<file path="src/rtl/core/kms_pkg.sv">
// kms_pkg: shared types, constants and the key legend for the keypad matrix scanner.
// No dependencies; used by all rtl/core modules.
`timescale 1ns / 1ps

package kms_pkg;

	localparam int NUM_ROWS     = 4;
	localparam int NUM_COLS     = 4;
	localparam int NUM_KEYS     = NUM_ROWS * NUM_COLS;
	localparam int COL_BITS     = 2;
	localparam int CFG_BITS     = 9;
	localparam int CFG_IDX_BITS = 2;
	localparam int KEY_BITS     = 7;
	localparam int CNT_BITS_DEF = 9;
	localparam int QUEUE_DEPTH  = 4;

	localparam logic [CFG_BITS-1:0] PASSES_RST = 9'd400;
	localparam logic [CFG_BITS-1:0] THRESH_RST = 9'd300;

	// register indexes on the config port
	localparam logic [CFG_IDX_BITS-1:0] REG_PASSES = 2'd0;
	localparam logic [CFG_IDX_BITS-1:0] REG_THRESH = 2'd1;

	localparam logic [KEY_BITS-1:0] KEY_NONE = 7'd0;

	// per-lane control, one word per strobe
	typedef struct packed {
		logic                strobe;
		logic [COL_BITS-1:0] column;
		logic                refresh;
	} lane_ctrl_t;

	// state snapshot handed to the merge stage
	typedef struct packed {
		logic                valid;
		logic [COL_BITS-1:0] column;
		logic                refresh;
		logic [NUM_KEYS-1:0] held;
		logic [NUM_KEYS-1:0] prev;
	} snap_t;

	// one result word
	typedef struct packed {
		logic [COL_BITS-1:0] drive_column;
		logic                refresh_done;
		logic [KEY_BITS-1:0] held_key;
		logic [KEY_BITS-1:0] pressed_key;
		logic [KEY_BITS-1:0] released_key;
		logic [NUM_KEYS-1:0] key_map;
	} result_t;

	// legend "123A" / "456B" / "789C" / "*0#D", index row*4+column
	function automatic logic [KEY_BITS-1:0] key_ascii(input logic [3:0] idx);
		logic [KEY_BITS-1:0] a;
		begin
			unique case (idx)
				4'd0:    a = 7'h31; // '1'
				4'd1:    a = 7'h32; // '2'
				4'd2:    a = 7'h33; // '3'
				4'd3:    a = 7'h41; // 'A'
				4'd4:    a = 7'h34; // '4'
				4'd5:    a = 7'h35; // '5'
				4'd6:    a = 7'h36; // '6'
				4'd7:    a = 7'h42; // 'B'
				4'd8:    a = 7'h37; // '7'
				4'd9:    a = 7'h38; // '8'
				4'd10:   a = 7'h39; // '9'
				4'd11:   a = 7'h43; // 'C'
				4'd12:   a = 7'h2A; // '*'
				4'd13:   a = 7'h30; // '0'
				4'd14:   a = 7'h23; // '#'
				default: a = 7'h44; // 'D'
			endcase
			return a;
		end
	endfunction

	// lowest set bit wins; none gives KEY_NONE
	function automatic logic [KEY_BITS-1:0] first_key(input logic [NUM_KEYS-1:0] map);
		logic [KEY_BITS-1:0] k;
		begin
			k = KEY_NONE;
			for (int b = NUM_KEYS - 1; b >= 0; b--) begin
				if (map[b]) begin
					k = key_ascii(4'(b));
				end
			end
			return k;
		end
	endfunction

endpackage

</file>
<file path="src/rtl/core/keypad_matrix_scanner.sv">
// keypad_matrix_scanner: 4x4 key matrix scanner top level.
// Depends on kms_pkg, kms_row_lane and kms_merge.
`timescale 1ns / 1ps

// Channel | handshake            | payload
// --------+----------------------+--------------------------------------------
// in      | in_valid / in_ready  | row_levels[3:0]
// out     | out_valid / out_ready| drive_column, refresh_done, held_key,
//         |                      | pressed_key, released_key, key_map
// cfg     | cfg_valid / cfg_ready| cfg_index[1:0], cfg_data[8:0]
//
// One word per clock sustained while the result queue has room; each word gives one
// result word, held in the snapshot register and then written to the merge queue.
// The four row lanes update their counters in the accept cycle, so the next
// word may follow at once; only the 4-entry result queue limits throughput.
// Reset brings counters, column, pass count and maps to zero with no sweep;
// registers return to 400 passes and threshold 300.
// With out_ready low, in_ready drops once queued plus in-flight words reach 3.

module keypad_matrix_scanner
	import kms_pkg::*;
#(
	parameter int COUNTER_BITS = CNT_BITS_DEF
) (
	input  logic                    clk,
	input  logic                    arst_n,

	input  logic                    in_valid,
	output logic                    in_ready,
	input  logic [3:0]              row_levels,

	output logic                    out_valid,
	input  logic                    out_ready,
	output logic [COL_BITS-1:0]     drive_column,
	output logic                    refresh_done,
	output logic [KEY_BITS-1:0]     held_key,
	output logic [KEY_BITS-1:0]     pressed_key,
	output logic [KEY_BITS-1:0]     released_key,
	output logic [NUM_KEYS-1:0]     key_map,

	input  logic                    cfg_valid,
	output logic                    cfg_ready,
	input  logic [CFG_IDX_BITS-1:0] cfg_index,
	input  logic [CFG_BITS-1:0]     cfg_data
);

	logic [CFG_BITS-1:0] passes_q;
	logic [CFG_BITS-1:0] thresh_q;

	logic [COL_BITS-1:0] column_q;
	logic [CFG_BITS-1:0] pass_q;
	logic [NUM_KEYS-1:0] held_q;
	logic [NUM_KEYS-1:0] prev_q;

	logic                accept;
	logic                room;
	logic                wrap;
	logic [COL_BITS-1:0] column_nxt;
	logic [CFG_BITS-1:0] pass_inc;
	logic [CFG_BITS-1:0] target;
	logic                refresh;
	logic [NUM_KEYS-1:0] lane_map;
	lane_ctrl_t          lane_ctrl;
	snap_t               snap;
	result_t             out_word;

	// config: always ready, unknown indexes dropped
	assign cfg_ready = 1'b1;

	always_ff @(posedge clk or negedge arst_n) begin
		if (!arst_n) begin
			passes_q <= PASSES_RST;
			thresh_q <= THRESH_RST;
		end else if (cfg_valid) begin
			unique case (cfg_index)
				REG_PASSES: passes_q <= cfg_data;
				REG_THRESH: thresh_q <= cfg_data;
				default: ;
			endcase
		end
	end

	assign in_ready = room;
	assign accept   = in_valid && in_ready;

	// pass bookkeeping; zero passes acts as one
	assign column_nxt = column_q + 1'b1;
	assign wrap       = (column_q == COL_BITS'(NUM_COLS - 1));
	assign pass_inc   = pass_q + 1'b1;
	assign target     = (passes_q == '0) ? CFG_BITS'(1) : passes_q;
	assign refresh    = wrap && (pass_inc >= target);

	assign lane_ctrl.strobe  = accept;
	assign lane_ctrl.column  = column_q;
	assign lane_ctrl.refresh = refresh;

	// one lane per row; lane r owns keys r*4 .. r*4+3
	for (genvar r = 0; r < NUM_ROWS; r++) begin : g_lane
		kms_row_lane #(
			.COUNTER_BITS(COUNTER_BITS)
		) u_lane (
			.clk      (clk),
			.arst_n   (arst_n),
			.ctrl     (lane_ctrl),
			.row_bit  (row_levels[r]),
			.threshold(thresh_q),
			.row_map  (lane_map[r*NUM_COLS +: NUM_COLS])
		);
	end

	always_ff @(posedge clk or negedge arst_n) begin
		if (!arst_n) begin
			column_q <= '0;
			pass_q   <= '0;
			held_q   <= '0;
			prev_q   <= '0;
		end else if (accept) begin
			column_q <= column_nxt;
			if (refresh) begin
				pass_q <= '0;
				prev_q <= held_q;
				held_q <= lane_map;
			end else if (wrap) begin
				pass_q <= pass_inc;
			end
		end
	end

	// post-update state goes to the merge stage
	assign snap.valid   = accept;
	assign snap.column  = column_nxt;
	assign snap.refresh = refresh;
	assign snap.held    = refresh ? lane_map : held_q;
	assign snap.prev    = refresh ? held_q : prev_q;

	kms_merge u_merge (
		.clk      (clk),
		.arst_n   (arst_n),
		.snap     (snap),
		.room     (room),
		.out_valid(out_valid),
		.out_ready(out_ready),
		.out_word (out_word)
	);

	assign drive_column = out_word.drive_column;
	assign refresh_done = out_word.refresh_done;
	assign held_key     = out_word.held_key;
	assign pressed_key  = out_word.pressed_key;
	assign released_key = out_word.released_key;
	assign key_map      = out_word.key_map;

endmodule

</file>
<file path="src/rtl/core/kms_row_lane.sv">
// kms_row_lane: hit counters of one keypad row, one per column, with threshold check.
// Depends on kms_pkg.
`timescale 1ns / 1ps

module kms_row_lane
	import kms_pkg::*;
#(
	parameter int COUNTER_BITS = CNT_BITS_DEF
) (
	input  logic                clk,
	input  logic                arst_n,
	input  lane_ctrl_t          ctrl,
	input  logic                row_bit,
	input  logic [CFG_BITS-1:0] threshold,
	output logic [NUM_COLS-1:0] row_map
);

	localparam int CMP_BITS = (COUNTER_BITS > CFG_BITS) ? COUNTER_BITS : CFG_BITS;
	localparam logic [COUNTER_BITS-1:0] CNT_MAX = {COUNTER_BITS{1'b1}};

	logic [COUNTER_BITS-1:0] cnt_q   [NUM_COLS];
	logic [COUNTER_BITS-1:0] cnt_nxt [NUM_COLS];

	// saturating increment of the driven column, then compare the updated count
	always_comb begin
		for (int c = 0; c < NUM_COLS; c++) begin
			cnt_nxt[c] = cnt_q[c];
			if (ctrl.strobe && row_bit && (ctrl.column == COL_BITS'(c)) &&
				(cnt_q[c] != CNT_MAX)) begin
				cnt_nxt[c] = cnt_q[c] + 1'b1;
			end
			row_map[c] = (CMP_BITS'(cnt_nxt[c]) >= CMP_BITS'(threshold));
		end
	end

	always_ff @(posedge clk or negedge arst_n) begin
		if (!arst_n) begin
			for (int c = 0; c < NUM_COLS; c++) begin
				cnt_q[c] <= '0;
			end
		end else if (ctrl.strobe) begin
			for (int c = 0; c < NUM_COLS; c++) begin
				cnt_q[c] <= ctrl.refresh ? '0 : cnt_nxt[c];
			end
		end
	end

endmodule

</file>
<file path="src/rtl/core/kms_merge.sv">
// kms_merge: registers the map snapshot, finds first held/pressed/released keys,
// and queues result words. Depends on kms_pkg.
`timescale 1ns / 1ps

module kms_merge
	import kms_pkg::*;
(
	input  logic    clk,
	input  logic    arst_n,
	input  snap_t   snap,
	output logic    room,
	output logic    out_valid,
	input  logic    out_ready,
	output result_t out_word
);

	localparam int PTR_BITS = $clog2(QUEUE_DEPTH);
	localparam int CNT_BITS = $clog2(QUEUE_DEPTH + 1);

	logic                valid_s1;
	logic [COL_BITS-1:0] column_s1;
	logic                refresh_s1;
	logic [NUM_KEYS-1:0] held_s1;
	logic [NUM_KEYS-1:0] prev_s1;

	result_t             queue_q [QUEUE_DEPTH];
	logic [PTR_BITS-1:0] wr_ptr_q;
	logic [PTR_BITS-1:0] rd_ptr_q;
	logic [CNT_BITS-1:0] count_q;

	result_t enc;
	logic    pop;

	always_ff @(posedge clk or negedge arst_n) begin
		if (!arst_n) begin
			valid_s1 <= 1'b0;
		end else begin
			valid_s1 <= snap.valid;
		end
	end

	always_ff @(posedge clk) begin
		if (snap.valid) begin
			column_s1  <= snap.column;
			refresh_s1 <= snap.refresh;
			held_s1    <= snap.held;
			prev_s1    <= snap.prev;
		end
	end

	always_comb begin
		enc.drive_column = column_s1;
		enc.refresh_done = refresh_s1;
		enc.held_key     = first_key(held_s1);
		enc.pressed_key  = first_key(held_s1 & ~prev_s1);
		enc.released_key = first_key(prev_s1 & ~held_s1);
		enc.key_map      = held_s1;
	end

	assign out_valid = (count_q != '0);
	assign pop       = out_valid && out_ready;
	assign out_word  = queue_q[rd_ptr_q];

	// leave space for the word in s1 plus one more
	assign room = ((count_q + CNT_BITS'(valid_s1)) < CNT_BITS'(QUEUE_DEPTH - 1));

	always_ff @(posedge clk or negedge arst_n) begin
		if (!arst_n) begin
			wr_ptr_q <= '0;
			rd_ptr_q <= '0;
			count_q  <= '0;
		end else begin
			if (valid_s1) begin
				wr_ptr_q <= wr_ptr_q + 1'b1;
			end
			if (pop) begin
				rd_ptr_q <= rd_ptr_q + 1'b1;
			end
			count_q <= count_q + CNT_BITS'(valid_s1) - CNT_BITS'(pop);
		end
	end

	always_ff @(posedge clk) begin
		if (valid_s1) begin
			queue_q[wr_ptr_q] <= enc;
		end
	end

endmodule
</file>
<file path="config.mk">
export PLATFORM = sky130hd
export DESIGN_NAME = keypad_matrix_scanner
export DESIGN_NICKNAME = d
export VERILOG_FILES = /design/src/rtl/core/kms_pkg.sv /design/src/rtl/core/keypad_matrix_scanner.sv /design/src/rtl/core/kms_row_lane.sv /design/src/rtl/core/kms_merge.sv
export SDC_FILE = /design/constraint.sdc
export NUM_CORES = 1
export LEC_CHECK = 0
export BUFFER_PORTS_ARGS = -buffer_cell sky130_fd_sc_hd__buf_2
export CAP_MARGIN = 30
export CORE_MARGIN = 2
export CORE_UTILIZATION = 50
export DETAILED_ROUTE_END_ITERATION = 8
export HOLD_SLACK_MARGIN = 0.02
export PLACE_DENSITY = 0.63
export RECOVER_POWER = 25
export SYNTH_ARGS = -nofsm -noshare
export SYNTH_HDL_FRONTEND = slang
export SYNTH_HIERARCHICAL = 1
export SYNTH_SLANG_ARGS = --single-unit
</file>
<file path="constraint.sdc">
create_clock -name clk -period 9.7 [get_ports clk]
set_input_delay 0.97 -clock clk [delete_from_list [all_inputs] [get_ports clk]]
set_output_delay 0.97 -clock clk [all_outputs]
set_load 0.03 [all_outputs]
</file>
; Word level (Yosys, flattened, before mapping)
; Memories as Yosys holds them, arrays and structs flattened.
; Cells that the tools add are included.
[totals]
in_bits = 20
register_bits = 248
output_inout_bits = 43
ramBits = 160
n_memories = 1
wordCells = 229
[mem_list]
columns = name, words, word_bits, rd, rd_ports_with_merged_regs, wr, line
row1 = u_merge.queue_q, 4, 40, 1, 0, 1, kms_merge.sv:26  ; result_t queue_q [QUEUE_DEPTH];
[classes]
mux = 87
n_eq_ne = 20
n_bitwise = 4
reduce_logical = 47
n_addsub = 22
order_cmp = 18
[op_table]
columns = cell, count
row1 = 7-bit 2-to-1 mux, 48
row2 = 9-bit 2-to-1 mux, 35
row3 = 9-bit by 1-bit adder with 9-bit output (second input constant), 17
row4 = 9-bit >= comparator, 17
row5 = 9-bit inequality test (second input constant), 16
row6 = 1-bit logical AND, 39
row7 = 16-bit AND, 2
row8 = 16-bit 2-to-1 mux, 2
row9 = 16-bit inverter, 2
row10 = 9-bit zero test, 1
row11 = 2-bit by 1-bit adder with 2-bit output (second input constant), 3
row12 = 2-bit AND reduction, 3
row13 = 2-bit by 1-bit equality test with 1-bit output (second input constant), 2
row14 = 2-bit equality test (second input constant), 2
row15 = 2-bit zero test, 2
row16 = 3-bit by 1-bit adder with 3-bit output, 1
row17 = 3-bit by 2-bit less-than comparator with 1-bit output (second input constant), 1
row18 = 3-bit nonzero test, 1
row19 = 3-bit by 1-bit subtractor with 3-bit output, 1
row20 = 1-bit 2-to-1 mux, 2
row21 = 2-bit nonzero test, 1

; Longest topological paths before layout
[depth]
depth_word = 18
ltp_mapped = 17
mapped_depth_nobuf = 15

; Cells and area by module
; Netlist, hierarchy kept.
[modules_own_cells]
columns = module, seq_area_each_um2, area_each_um2, cells_each, n_inst
row1 = kms_merge, 6055.8, 8181.6, 438, 1
row2 = kms_row_lane at g_lane[1].u_lane ..., 900.9, 2916.5, 280, 2
row3 = keypad_matrix_scanner, 1535.2, 3194.3, 266, 1
row4 = kms_row_lane at g_lane[0].u_lane, 900.9, 2916.5, 284, 1
row5 = kms_row_lane at g_lane[3].u_lane, 900.9, 2860.2, 301, 1

; Worst setup path before layout
; No wires, ideal clock.
[synth_path]
path_kind = register to register
start = register u_merge.valid_s1
end = register u_merge.held_s1[1] (data pin)
setup_time_ps = 262
path_stages_with_launch = 16
t_arrival_ps = 6204
synth_period_minus_slack_ps = 6466
path_buffers = 1
required_time_ps = 9438
slack_ps = 3234
cell_sequence = dfrtp_1 > ha_1 > ha_1 > xnor2_1 > a21boi_0 > and2_1 > clkbuf_1 > nand3_2 > or3_4 > xor2_1 > ha_1 > nand2b_1 > a2111oi_0 > o21bai_1 > a221o_1 > mux2_1
[synth_lines]
columns = element, line
row1 = start: declaration, kms_merge.sv:20  ; logic valid_s1;
row2 = start signal: assignment, kms_merge.sv:38  ; valid_s1 <= snap.valid;
row3 = end signal: assignment, kms_merge.sv:46  ; held_s1 <= snap.held;
row4 = end: declaration, kms_merge.sv:23  ; logic [NUM_KEYS-1:0] held_s1;

==> out/metrics.csv <==
metric,value,unit
status,"complete, but fails checks",
failed_checks,"capacitance limit, slew limit",
nets,2134,
first_pass_iters,5,
ys.flop_type,dfrtp_1,
core,0.04538,mm²
cts_tree,done,
clk_latency,570,ps
dr_wl_met3,1829,µm
root_buffer,clkbuf_16,
ctsLongestPathBuffers,3,
grt_pass1_vias,15430,
die_h,218.4,µm
synth_compound_area_share,10.90,%
required,10020,ps
ys_seq_area_share,48.70,%
synth.distinct_cells,76,
slowest_delay,660,ps
finalMaxSlewViolations,176,
track_usage,22.36,%
hold_violations,0,
setup_tns,0,ps
syn_inst,1849,
cts.sinks,408,
hold_path_class,flop to flop,
post-place-cells,2472,
setup_viol,0,
drt_iter0_drc,944,
setup_slack,4378,ps
start_util,50.65,%
cp-start-kind,flop,
synth_top_family_by_area,simple AND/OR/NAND/NOR gates,
crit_arrival,5650,ps
relSlewSlack,-201.7,%
muxShareOfSynthArea,9.292,%
grt_pass1_wl,84320,µm
area_growth,11.20,%
num_vias,15300,
ant_nets,0,
worst_pin_slew,4526,ps
netlist_area,0.02299,mm²
wl,51770,µm
total_leakage_power,0.009948,µW
max_freq,0.1879,GHz
crit_slowest_cell,buf_4,
synth_xor_area_share,4.763,%
fin_cells,2553,
p_total,8189,µW
fp-row-count,78,
rsz0062_at_grt,false,
path_buf_inv,1,
die_w,218.4,µm
num-fill-cells,3767,
fin_util,56.32,%
worstSetupPathType,flop to flop,
synthAdderAreaFrac,10.67,%
cts-htree-levels,2,
viasPerCell,5.994,
cp_cell_sequence,"ha_1, ha_1, xnor2_1, a21boi_0, and2_4, buf_4, nand3_2, or3_4, xor2_1, ha_1, nand2b_1, a2111oi_0, o21bai_1, a221o_1, mux2_1",
grt_remaining_overflow,0,
synth-seq-cells,408,
synthSimpleGateAreaFrac,13.16,%
layout_common_cells,"dfrtp_1 (204), ha_1 (196), edfxtp_1 (195), a22o_1 (115), nand2_1 (91)",
crit_path_frequent_cell,ha_1,
postSynthAreaPerCell,12.43,µm²
async_flop_share,52.21,%
wire_per_inst,20.28,µm
drv_cap,4,
fin_skew,13.92,ps
synth_warnings,6,
fin_crit,5322,ps
synth_edf_count,195,
topRoutingLayerUsed,met4,
period_share,54.87,%
post_cts_buffers,0,
place_congestion,0.8755,
crit_fanout,48,
syn-num-nets,2065,
grt_max_degree,80,
crit_family,compound AO/OA/AOI/OAI gates,
ios,63,
power_density,320.4,mW/mm²
hpwl,35230,µm
cts_resized,0,
dieArea,0.04770,mm²
met1_length,23980,µm
n_antenna_cell,0,
cts_made_buffers,44,
clkSlewWorstSetupHoldPaths,70,ps
antenna_found_initial,0,
dr_wl_met2,24740,µm
final_common_cell,dfrtp_1,
drive_gt1_share,17.67,%
endpoint_kind,flop,
preCtsSetupSlack,4439,ps
max-vdd-ir-drop,0.0001778,V
holdBufCountCts,0,
port_buffers,61,
r2r_setup_slack,4380,ps
drc,0,
## path summary, 6_finish.rpt
check	endpoint	depth (start not counted)	start
max	u_merge/held_s1[1]	15	u_merge/valid_s1
min	prev_q[3]	1	prev_q[3]
max reg2reg	u_merge/held_s1[1]	15	u_merge/valid_s1
min reg2reg	prev_q[3]	1	prev_q[3]
max in group asynchronous	u_merge/rd_ptr_q[1]	1	arst_n
min in group asynchronous	g_lane[3].u_lane/cnt_q[29]	1	arst_n
## per-stage QoR
step	hold WS, ps	instance area, µm²
after detailed placement	490.0	24060
final	500.8	25560
after global placement	482.3	23860
after CTS	401.4	25580
after floorplan	458.7	22990
after global routing	521.2	25560
## cell usage after synthesis, drive strengths merged, types with 6 or more instances
master | n | area [µm²]
nor4 | 21 | 173.9
o211ai | 13 | 97.59
a221o | 8 | 80.08
a22o | 115 | 1007
o2111ai | 8 | 70.07
nand2b | 51 | 319.1
nand3 | 62 | 330.3
nand3b | 11 | 86.33
clkbuf | 34 | 128.9
xnor2 | 74 | 648.1
a211oi | 14 | 110.1
mux4 | 40 | 900.9
nor3b | 11 | 117.6
nor3 | 47 | 265.3
nand2 | 91 | 341.6
mux2 | 107 | 1235
a31oi | 7 | 43.79
nand4 | 39 | 244.0
o21a | 12 | 90.09
a21o | 10 | 75.07
nor2 | 69 | 264.0
nor2b | 16 | 100.1
and3 | 22 | 137.6
o21ai | 48 | 244.0
buf | 27 | 183.9
a21oi | 40 | 211.5
dfstp | 7 | 183.9
or3 | 8 | 70.06
xor2 | 51 | 446.7
inv | 67 | 251.5
and4b | 6 | 60.06
ha | 196 | 2452
o2bb2ai | 16 | 140.1
and4 | 27 | 236.5
and2 | 13 | 81.33
edfxtp | 195 | 5856
a211o | 12 | 105.1
dfrtp | 206 | 5155
## where the power goes
| group | switching, µW | total (µW) | internal, µW |
|---|---|---|---|
| clock network | 706 | 1750 | 1050 |
| logic | 2140 | 3640 | 1500 |
| registers | 414 | 2790 | 2380 |
| total | 3260 | 8190 | 4930 |
## logic make-up after synthesis
family / after synthesis
AND/OR/NAND/NOR: 513
buffers and inverters: 131
XOR/XNOR: 125
multiplexers: 147
AO/OA/AOI/OAI: 328
other: 1
flip-flops: 408
adder cells (fa/ha/maj): 196
## sequential cells by signal, summed over array words and instances (netlist names)
signal               cells
column_q                 2
g_lane.u_lane/cnt_q    144
held_q                  16
pass_q                   9
passes_q                 9
prev_q                  16
thresh_q                 9
u_merge/column_s1        2
u_merge/count_q          3
u_merge/held_s1         16
u_merge/prev_s1         16
u_merge/queue_q        160
u_merge/rd_ptr_q         2
u_merge/refresh_s1       1
u_merge/valid_s1         1
u_merge/wr_ptr_q         2
## final cells by class
cell class,instances,area [µm²],area share (%)
inverter,70,262.8,1.028
tap,600,750.7,2.937
timing repair buffer,84,604.3,2.364
clock buffer,55,1204,4.709
clock inverter,26,324.1,1.268
multi-input combinational,1310,11220,43.89
sequential,408,11200,43.81
## layer usage
layer / vias up / track usage, %
li1: 7250 / -
met1: 7693 / 30.31
met2: 280 / 37.49
met3: 80 / 2.951
met4: 0 / 6.667
met5: - / 0
(Power assumes the default switching activity.)
